`src/apt_fifo.sv`:
```
module apt_fifo #(
  parameter type T     = logic,
  parameter int  DEPTH = 2
) (
  input  logic clk,
  input  logic rst_n,
  input  logic push,
  input  T     din,
  output logic full,
  input  logic pop,
  output T     dout,
  output logic empty
);

  localparam int PW = $clog2(DEPTH);
  localparam int CW = $clog2(DEPTH + 1);

  T                mem_r [DEPTH];
  logic [PW-1:0]   wp_r, rp_r;
  logic [CW-1:0]   cnt_r;
  logic            do_push, do_pop;

  assign full    = (cnt_r == CW'(DEPTH));
  assign empty   = (cnt_r == '0);
  assign dout    = mem_r[rp_r];
  assign do_push = push & ~full;
  assign do_pop  = pop & ~empty;

  // storage
  always_ff @(posedge clk) begin
    if (do_push) begin
      mem_r[wp_r] <= din;
    end
  end

  // pointers and fill count
  always_ff @(posedge clk) begin
    if (!rst_n) begin
      wp_r  <= '0;
      rp_r  <= '0;
      cnt_r <= '0;
    end else begin
      if (do_push) begin
        wp_r <= (wp_r == PW'(DEPTH - 1)) ? '0 : wp_r + 1'b1;
      end
      if (do_pop) begin
        rp_r <= (rp_r == PW'(DEPTH - 1)) ? '0 : rp_r + 1'b1;
      end
      if (do_push && !do_pop) begin
        cnt_r <= cnt_r + 1'b1;
      end else if (do_pop && !do_push) begin
        cnt_r <= cnt_r - 1'b1;
      end
    end
  end

`ifndef SYNTHESIS
  a_cnt_bound: assert property (@(posedge clk) disable iff (!rst_n)
    cnt_r <= CW'(DEPTH)) else $error("fifo count beyond depth");
  a_push_grows: assert property (@(posedge clk) disable iff (!rst_n)
    (do_push && !do_pop) |=> cnt_r == CW'($past(cnt_r) + 1'b1))
    else $error("fifo count did not grow on push");
  a_pop_shrinks: assert property (@(posedge clk) disable iff (!rst_n)
    (do_pop && !do_push) |=> cnt_r == CW'($past(cnt_r) - 1'b1))
    else $error("fifo count did not shrink on pop");
  a_idle_holds: assert property (@(posedge clk) disable iff (!rst_n)
    (!do_push && !do_pop) |=> $stable(cnt_r) && $stable(rp_r))
    else $error("fifo moved without a beat");
`endif

endmodule

```
`config.mk`:
```
export PLATFORM = sky130hd
export DESIGN_NAME = apt_fifo
export DESIGN_NICKNAME = d
export VERILOG_FILES = /design/src/apt_fifo.sv
export SDC_FILE = /design/constraint.sdc
export NUM_CORES = 1
export LEC_CHECK = 0
export BUFFER_PORTS_ARGS = -buffer_cell sky130_fd_sc_hd__buf_2
export CAP_MARGIN = 15
export CORE_AREA = 2 2 39 41
export DETAILED_ROUTE_END_ITERATION = 8
export DIE_AREA = 0 0 41 43
export HOLD_SLACK_MARGIN = 0.15
export PLACE_DENSITY = 0.44
export SLEW_MARGIN = 20
export SYNTH_ARGS = -nofsm -noshare
export SYNTH_HDL_FRONTEND = slang
export SYNTH_SLANG_ARGS = --single-unit
```
`constraint.sdc`:
```
create_clock -name clk -period 2.51 [get_ports clk]
set_input_delay 0.3765 -clock clk [delete_from_list [all_inputs] [get_ports clk]]
set_output_delay 0.3765 -clock clk [all_outputs]
set_load 0.05 [all_outputs]
```
After elaboration in Yosys (flattened, before gate mapping)
Memory sizes are Yosys's and may differ from the RTL's. A register that Yosys moved wholly into a read port is not among the register bits.
Index checks and enable logic that the tools add are counted.
W data, S select, Z words.
- latch bits: 0
- bits in read-only memories: 0
- memories: 1
- input port bits: 5
- word-level logic and storage cells: 27
- output and inout port bits: 3
- register bits: 4
- bits in writable memories: 2
- memories (memory ; depth ; bits a word ; rd ports ; clocked after memory_dff ; wr ports ; line ; text):
    mem_r ; 2 ; 1 ; 1 ; 1 ; 1 ; 18 ; T mem_r [DEPTH];
- multiply operators: 0
- add/subtract/negate cells: 4
- muxes and demuxes: 8
- shift operators: 0
- bitwise gates (word level): 4
- equality and inequality tests: 1
- reductions and logical operators: 6
- div/mod/pow operators: 0
- order comparisons: 0
- operators by type and width (operator ; number):
    $mux W1 ; 6
    $mux W2 ; 2
    $add A1 B1 Y1 const B ; 2
    $add A2 B1 Y2 const B ; 1
    $and A1 B1 Y1 ; 2
    $eq A2 B2 Y1 const B ; 1
    $logic_and A1 B1 Y1 ; 2
    $logic_not A1 Y1 ; 2
    $logic_not A2 Y1 ; 1
    $not A1 Y1 ; 2
    $reduce_bool A2 Y1 ; 1
    $sub A2 B1 Y2 const B ; 1

Depth between registers and ports, before layout
Gate-level depths: netlist (run 1).
- depth in word-level cells: 7
- gate-level depth with buffers: 7
- gate-level depth less buffers: 7

Least setup slack after synthesis (run 1)
Ideal clock, no wire load.
- kind: reg-to-reg
- from: register cnt_r[0]
- to: register cnt_r[1]
- data arrival time: 1.559 ns
- setup time: 0.070 ns
- period minus slack after synthesis: 1.629 ns
- cell stages (with the launch flop): 7
- data required time: 2.440 ns
- buffers on the path: 0
- path slack: 0.881 ns
- path through: dfxtp_1 nand2b_1 inv_2 nor2_1 ha_1 or3_1 a21boi_1
- cells in the longest elaborated chain, start to end: 6
- elaborated cells on any way between the ends: 15
- classes of those cells: add/sub (2); eq/ne (1); mux (2); bitwise (4); reduce/logical (6)
- ends and longest elaborated chain (element ; line ; text):
    from (decl) ; 20 ; logic [CW-1:0] cnt_r;
    from (signal assigned) ; 50 ; cnt_r <= cnt_r + 1'b1;
    from (signal assigned) ; 52 ; cnt_r <= cnt_r - 1'b1;
    $eq A2 B2 Y1 (*) ; 23 ; assign full = (cnt_r == CW'(DEPTH));
    via full ; 9 ; output logic full,
    $not A1 Y1 (*) ; 26 ; assign do_push = push & ~full;
    $and A1 B1 Y1 (*) ; 26 ;
    $logic_not A1 Y1 ; 51 ; end else if (do_pop && !do_push) begin
    $logic_and A1 B1 Y1 ; 51 ;
    $reduce_bool A2 Y1 (no source line) ; n/a ;
Mark *: on every way through the listed nets, which the timed path passes. The rest lies on a longest branch. The select of a mux whose other input is x is not followed.
A chain may end at the register's enable or synchronous reset.

Final worst setup path (run 1)
- from: register cnt_r[0]
- to: register cnt_r[1]
- cells in the longest elaborated chain, start to end: 6
- elaborated cells on any way between the ends: 15
- classes of those cells: add/sub (2); eq/ne (1); mux (2); bitwise (4); reduce/logical (6)
- ends and longest elaborated chain (element ; line):
    $eq A2 B2 Y1 or $logic_not A2 Y1 (tied branches) ; 23, 24
    $not A1 Y1 (on tied branches) ; 26, 27
    $and A1 B1 Y1 (on tied branches) ; 26, 27
    $logic_not A1 Y1 (on tied branches) ; 51, 49
    $logic_and A1 B1 Y1 (on tied branches) ; 51, 49
    $reduce_bool A2 Y1 (no source line) or $mux W2 (tied branches) ; n/a
Several ways; a longest one is shown, not always the timed one. The select of a mux whose other input is x is not followed.

==> results of run 1 <==
## routing by layer
layer	vias to the layer above	global-route usage [%]	routed length [um]
li1	116	-	-
met5	-	0	0
met2	3	11.3	250
met3	0	7.85	21
met4	0	4.00	0
met1	97	6.51	213
## power groups by stage
stage | Clock (mW) | Sequential [mW] | Combinational (mW)
detailed placement | 0 | 0.179 | 0.235
CTS | 0.106 | 0.177 | 0.236
finish | 0.0990 | 0.176 | 0.232
global route | 0.114 | 0.182 | 0.251
floorplan | 0 | 0.173 | 0.195
global placement | 0 | 0.176 | 0.229
## worst max-delay path, cell delays in order, from the launching register on
cell      delay [ps]
dfxtp_1          410
nand2b_1         180
inv_2             60
nor2_1           120
ha_1             270
or3_1            350
a21boi_1         130
## worst max-delay path by stage
stage                        start       end  slack [ps]  cells after the start
after floorplan           cnt_r[0]  cnt_r[1]         880                      6
after global placement    cnt_r[0]  cnt_r[1]         990                      6
after detailed placement  cnt_r[0]  cnt_r[1]         890                      6
after CTS                 cnt_r[0]  cnt_r[1]         870                      6
after global routing      cnt_r[0]  cnt_r[1]         800                      6
final                     cnt_r[0]  cnt_r[1]         920                      6
## Yosys cell counts
master | number | area, um2
nor3_2 | 1 | 10.0
a21boi_1 | 1 | 7.51
nand2b_1 | 1 | 6.26
or3_1 | 1 | 6.26
nor2_1 | 2 | 7.51
inv_2 | 1 | 3.75
edfxtp_1 | 2 | 60.1
ha_1 | 1 | 12.5
and3_1 | 1 | 6.26
o21a_1 | 1 | 7.51
and2_1 | 3 | 18.8
mux2_2 | 1 | 11.3
a21boi_0 | 1 | 7.51
o21ai_1 | 1 | 5.00
o21ai_0 | 1 | 5.00
xor2_1 | 1 | 8.76
inv_1 | 1 | 3.75
dfxtp_1 | 5 | 100
xnor2_1 | 2 | 17.5
## layout make-up
cell class | instances | area, um2
multi-input cells | 19 | 138
well taps | 16 | 20.0
flip-flops and latches | 7 | 160
clock buffers | 4 | 26.3
inverters | 2 | 7.51
repair buffers | 7 | 35.0
fillers | 149 | 997
## per-stage QoR
step                      power [mW]  hold WS, ps  util (%)  instance area (um2)
after floorplan                0.368          475         -                  305
after global placement         0.405          496      26.0                  360
after detailed placement       0.414          510      26.0                  360
after CTS                      0.519          307      27.9                  387
after global routing           0.547          302      27.9                  387
final                          0.508          319      27.9                  387
## cells by family after synthesis
logic type,count (synthesis)
AOI/OAI and AO/OA,5
muxes,1
buffers and inverters,2
adders and majority gates,1
xor gates and xnor gates,3
and+or+nand+nor,9
DFF,7
==> out/metrics.cfg, run 1 <==
[worst_setup_path]
critPathRequiredTime_ps=2690
r2r_start=cnt_r[0]
cp_max_fo=5
worstSetupPathType=reg2reg
reg2regPathDepth=6
arrival_ps=1770
r2r_slack_ps=920
crit_path_end_kind=flip-flop
r2r-end=cnt_r[1]
start_kind=flip-flop

[power]
p_sw_uw=210
sw_frac_of_total_pct=41.3
ir_worst_vdd_v=0.000337
power.share.sequential_pct=34.7
clockPowerShare_pct=19.5
internal_power_uw=298
power_density_mw_per_mm2=1310
leakagePower_nw=0.168
power_frac_comb_pct=45.8

[floorplan]
core.rowCount=14
die_h_um=43
io_pins=8
die-area_mm2=0.00176
die_w_um=41
start_util_pct=22.1
core-area_mm2=0.00138

[synthesis]
synthMuxAreaShare_pct=3.69
avgSynthCellArea_um2=10.9
synth_cells=28
seq_area_frac_synth_pct=52.5
ys_seq_elements=7
yosys.area_share.xor_xnor_pct=8.61
ys_warn_count=0
yosysUniqueCellTypes=19
synthAdderAreaFrac_pct=4.10
synth_top_family_by_area=simple AND/OR/NAND/NOR gates
synth_compound_area_share_pct=10.7
netlist_area_um2=305
synth_nets=34
synth-simple-area-share_pct=18.0

[clocking]
clk_pin_slew_worst_paths_ps=50
cts_tree=yes
holdBufCountCts=0
cts.sinks=7
cts-buffers-inserted=3
cts_buffer_depth=2
htreeDepth=1
clk_latency_ps=240
post-cts-setup-buffers=0
root_buffer=clkbuf_4
post_cts_resize_count=0

[global_route]
overflow=0
grt_pass1_wl_um=814
antenna_found_initial=0
grt_max_degree=6
grt_use_total_pct=7.76
grt_pass1_vias=217

[place]
placed_cells=51
place_hpwl_um=405
port_buffers=7
place_congestion=0.670
dp_slack_ps=887

[sta]
worstMarginPinSlew_ps=251
fin_crit_sh_pct=63.3
final.min_clock_period_ps=1590
finalMaxSlewViolations=0
rsz0062_at_grt=no
finalSetupViolCount=0
relSlewSlack_pct=83.4
hold_viol_final=0
fmax_ghz=0.630
tns_ps=0
skew_ps=2.34
setup_ws_ps=922

[hold_path]
hp-start=din
hp-class=in2reg
hold_path_end=mem_r[0]
hold_path_depth=1

[detailed_routing]
ant_nets=0
vias_per_cell=3.93
wl_um=485
num_vias=216
drcViolationCount=0
dr.pass1.iters=3
post_drt_wl_per_cell_um=8.82
drtIter0Drc=1

[final_layout]
drive_gt1_share_pct=33.3
final_cell_count_no_fill=55
layout_commonest_cell=buf_2
antenna_cells=0
fin_nets=46
area_growth_pct=26.6
mostFrequentLayoutCells=buf_2, dfxtp_1, and2_1, clkbuf_4

[status]
status=completed

[job]
maxCapViolations=0

No activity file was read; power rests on OpenSTA's default activity.
==> inputs of run 2 (changes only) <==
--- a/config.mk
+++ b/config.mk
@@ -5,13 +5,14 @@
 export SDC_FILE = /design/constraint.sdc
 export NUM_CORES = 1
 export LEC_CHECK = 0
+export ABC_AREA = 1
 export BUFFER_PORTS_ARGS = -buffer_cell sky130_fd_sc_hd__buf_2
 export CAP_MARGIN = 15
 export CORE_AREA = 2 2 39 41
 export DETAILED_ROUTE_END_ITERATION = 8
 export DIE_AREA = 0 0 41 43
 export HOLD_SLACK_MARGIN = 0.15
-export PLACE_DENSITY = 0.44
+export PLACE_DENSITY = 0.47
 export SLEW_MARGIN = 20
 export SYNTH_ARGS = -nofsm -noshare
 export SYNTH_HDL_FRONTEND = slang
==> constraint.sdc (replaced) <==
create_clock -name clk -period 1.3 [get_ports clk]
set_input_delay 0.195 -clock clk [delete_from_list [all_inputs] [get_ports clk]]
set_output_delay 0.195 -clock clk [all_outputs]
set_load 0.05 [all_outputs]
==> run 2 against run 1 <==
  * Sequential share of layout area shrank 7.6 points
  * Critical path depth fell by 2
  * Power increased by 140%
  * First-iteration DRC count rose to 6.0 times the previous value
  * Via count increased by 40%
  * Synthesized cell count grew 46%
  * Flip-flop and latch count is the same
  * Global-route usage rose by 2.2 points
  * Combinational power grew to 2.8 times the previous value
==> out/metrics.cfg, run 2 <==
[status]
status=completed

[place]
dpl-instance-area_um2=435
port_buffers=7
place_hpwl_um=482
place_congestion=0.623

[detailed_routing]
drtIter0Drc=6
post_drt_wl_per_cell_um=8.22
drcViolationCount=0
wl_met2_um=311
vias_per_cell=4.09
wl_met3_um=17
wl_met1_um=279
wl_um=608
ant_nets=0
top_layer=met3
num_vias=303
dr.pass1.iters=4

[clocking]
cts.sinks=7
root_buffer=clkbuf_4
cts_buffer_depth=2
htreeDepth=1
clk_latency_ps=250
cts_tree=yes
cts-buffers-inserted=3
clk_pin_slew_worst_paths_ps=60

[global_route]
grt_use_total_pct=9.96
overflow=0
antenna_found_initial=0
grt_pass1_wl_mm=1.15
grt_max_degree=5
grt_pass1_vias=291

[synthesis]
ys_seq_elements=7
yosys-top-cells-area=dfxtp_1, edfxtp_1, nor2_1, inv_1, nand2_1
ys.flop_type=dfxtp_1
synth_nets=47
seq_area_frac_synth_pct=50.2
synth_edf_count=2
synth_cells=41
synthMostInstantiatedCell=nor2_1
ys_warn_count=0
yosysUniqueCellTypes=14
yosysTopAreaCellShare_pct=31.4
synth_common_cells=nor2_1, inv_1, nand2_1, dfxtp_1
yosysTopAreaCell=dfxtp_1
netlist_area_um2=319
avgSynthCellArea_um2=7.78
synthArstFlopShare_pct=0

[job]
maxCapViolations=0

[floorplan]
io_pins=8
start_util_pct=23.1
core-area_mm2=0.00138
die_h_um=43
core.rowCount=14
die_w_um=41
die-area_mm2=0.00176

[sta]
fin_crit_sh_pct=95.4
tns_ps=0
final.min_clock_period_ps=1240
worstMarginPinSlew_ps=247
finalSetupViolCount=0
finalMaxSlewViolations=0
fmax_ghz=0.806
rsz0062_at_grt=yes
hold_viol_final=0
holdWs_ps=197
skew_ps=1.43
relSlewSlack_pct=83.6

[power]
ir_worst_vdd_v=0.00119
leakagePower_nw=0.230
power_density_mw_per_mm2=2440
total_power_mw=1.21

[worst_setup_path]
critPathRequiredTime_ps=1110
worstSetupPathType=reg2out
arrival_ps=1050
cp_max_fo=3
crit_path_end_kind=output port
start_kind=flip-flop

[final_layout]
fin_nets=65
drive_gt1_share_pct=44.8
antenna_cells=0
area_growth_pct=55.3
fin_area_um2=495
layout_commonest_cell=nor2_1
mostFrequentLayoutCells=nor2_1, inv_1, nand2_1, buf_2, buf_4

[hold_path]
hp-class=in2reg

[run 2: cell types whose count changed after synthesis, sizes merged, moves of 2 or more]
cell,previous run,this run
nand2,0,6
a21boi,2,0
nor2,2,11
xnor2,2,0
inv,2,9
and2,3,0
[run 2: routing by layer]
| layer | GRT usage [%] | vias up |
|---|---|---|
| li1 | - | 163 |
| met4 | 4.00 | 0 |
| met5 | 0 | - |
| met3 | 6.28 | 0 |
| met2 | 14.1 | 7 |
| met1 | 11.7 | 133 |
[run 2: metrics by stage]
stage / worst slack, ps / cells / util (%)
4_1_cts: -1.48 / 74 / 34.5
3_3_place_gp: -8.75 / 69 / 31.5
2_1_floorplan: -53.7 / 41 / -
3_5_place_dp: -16.3 / 69 / 31.5
5_1_grt: -27.5 / 74 / 35.8
6_report: 59.3 / 74 / 35.8
[run 2: path summary, 6_finish.rpt]
check	startpoint	depth (start not counted)	to	slack [ps]
max	cnt_r[1]	4	full	60
min	rst_n	3	cnt_r[1]	200
max reg2reg	cnt_r[1]	9	cnt_r[1]	70
min reg2reg	rp_r	2	flip-flop	500
[run 2: layout make-up]
class / count / area (um2)
fillers: 144 / 888
well taps: 16 / 20.0
repair buffers: 13 / 95.1
multi-input cells: 25 / 153
inverters: 9 / 33.8
flip-flops and latches: 7 / 168
clock buffers: 4 / 26.3
[run 2: cell families after synthesis]
| kind of cell | Yosys count | synth area share, % |
|---|---|---|
| adder cells (fa/ha/maj) | 1 | 3.92 |
| multiplexers | 1 | 3.53 |
| flip-flops | 7 | 50.2 |
| AND/OR/NAND/NOR | 19 | 24.3 |
| buffers and inverters | 9 | 10.6 |
| AO/OA/AOI/OAI | 4 | 7.45 |
[run 2: critical path, cell delays in order, from the launching register on]
cell	delay, ps
dfxtp_4	360
inv_1	60
buf_4	130
nor2_2	80
buf_6	160
[run 2: report_power, final]
group | internal [mW] | switching, mW
sequential | 0.306 | 0.0510
clock | 0.117 | 0.0841
combinational | 0.271 | 0.380
[run 2: repair_timing]
item	CTS	global route
buffers inserted	0	0
hold buffers	1	0
setup endpoints to repair	3	3
endpoints found under the hold margin	2	0
resized for setup	3	6
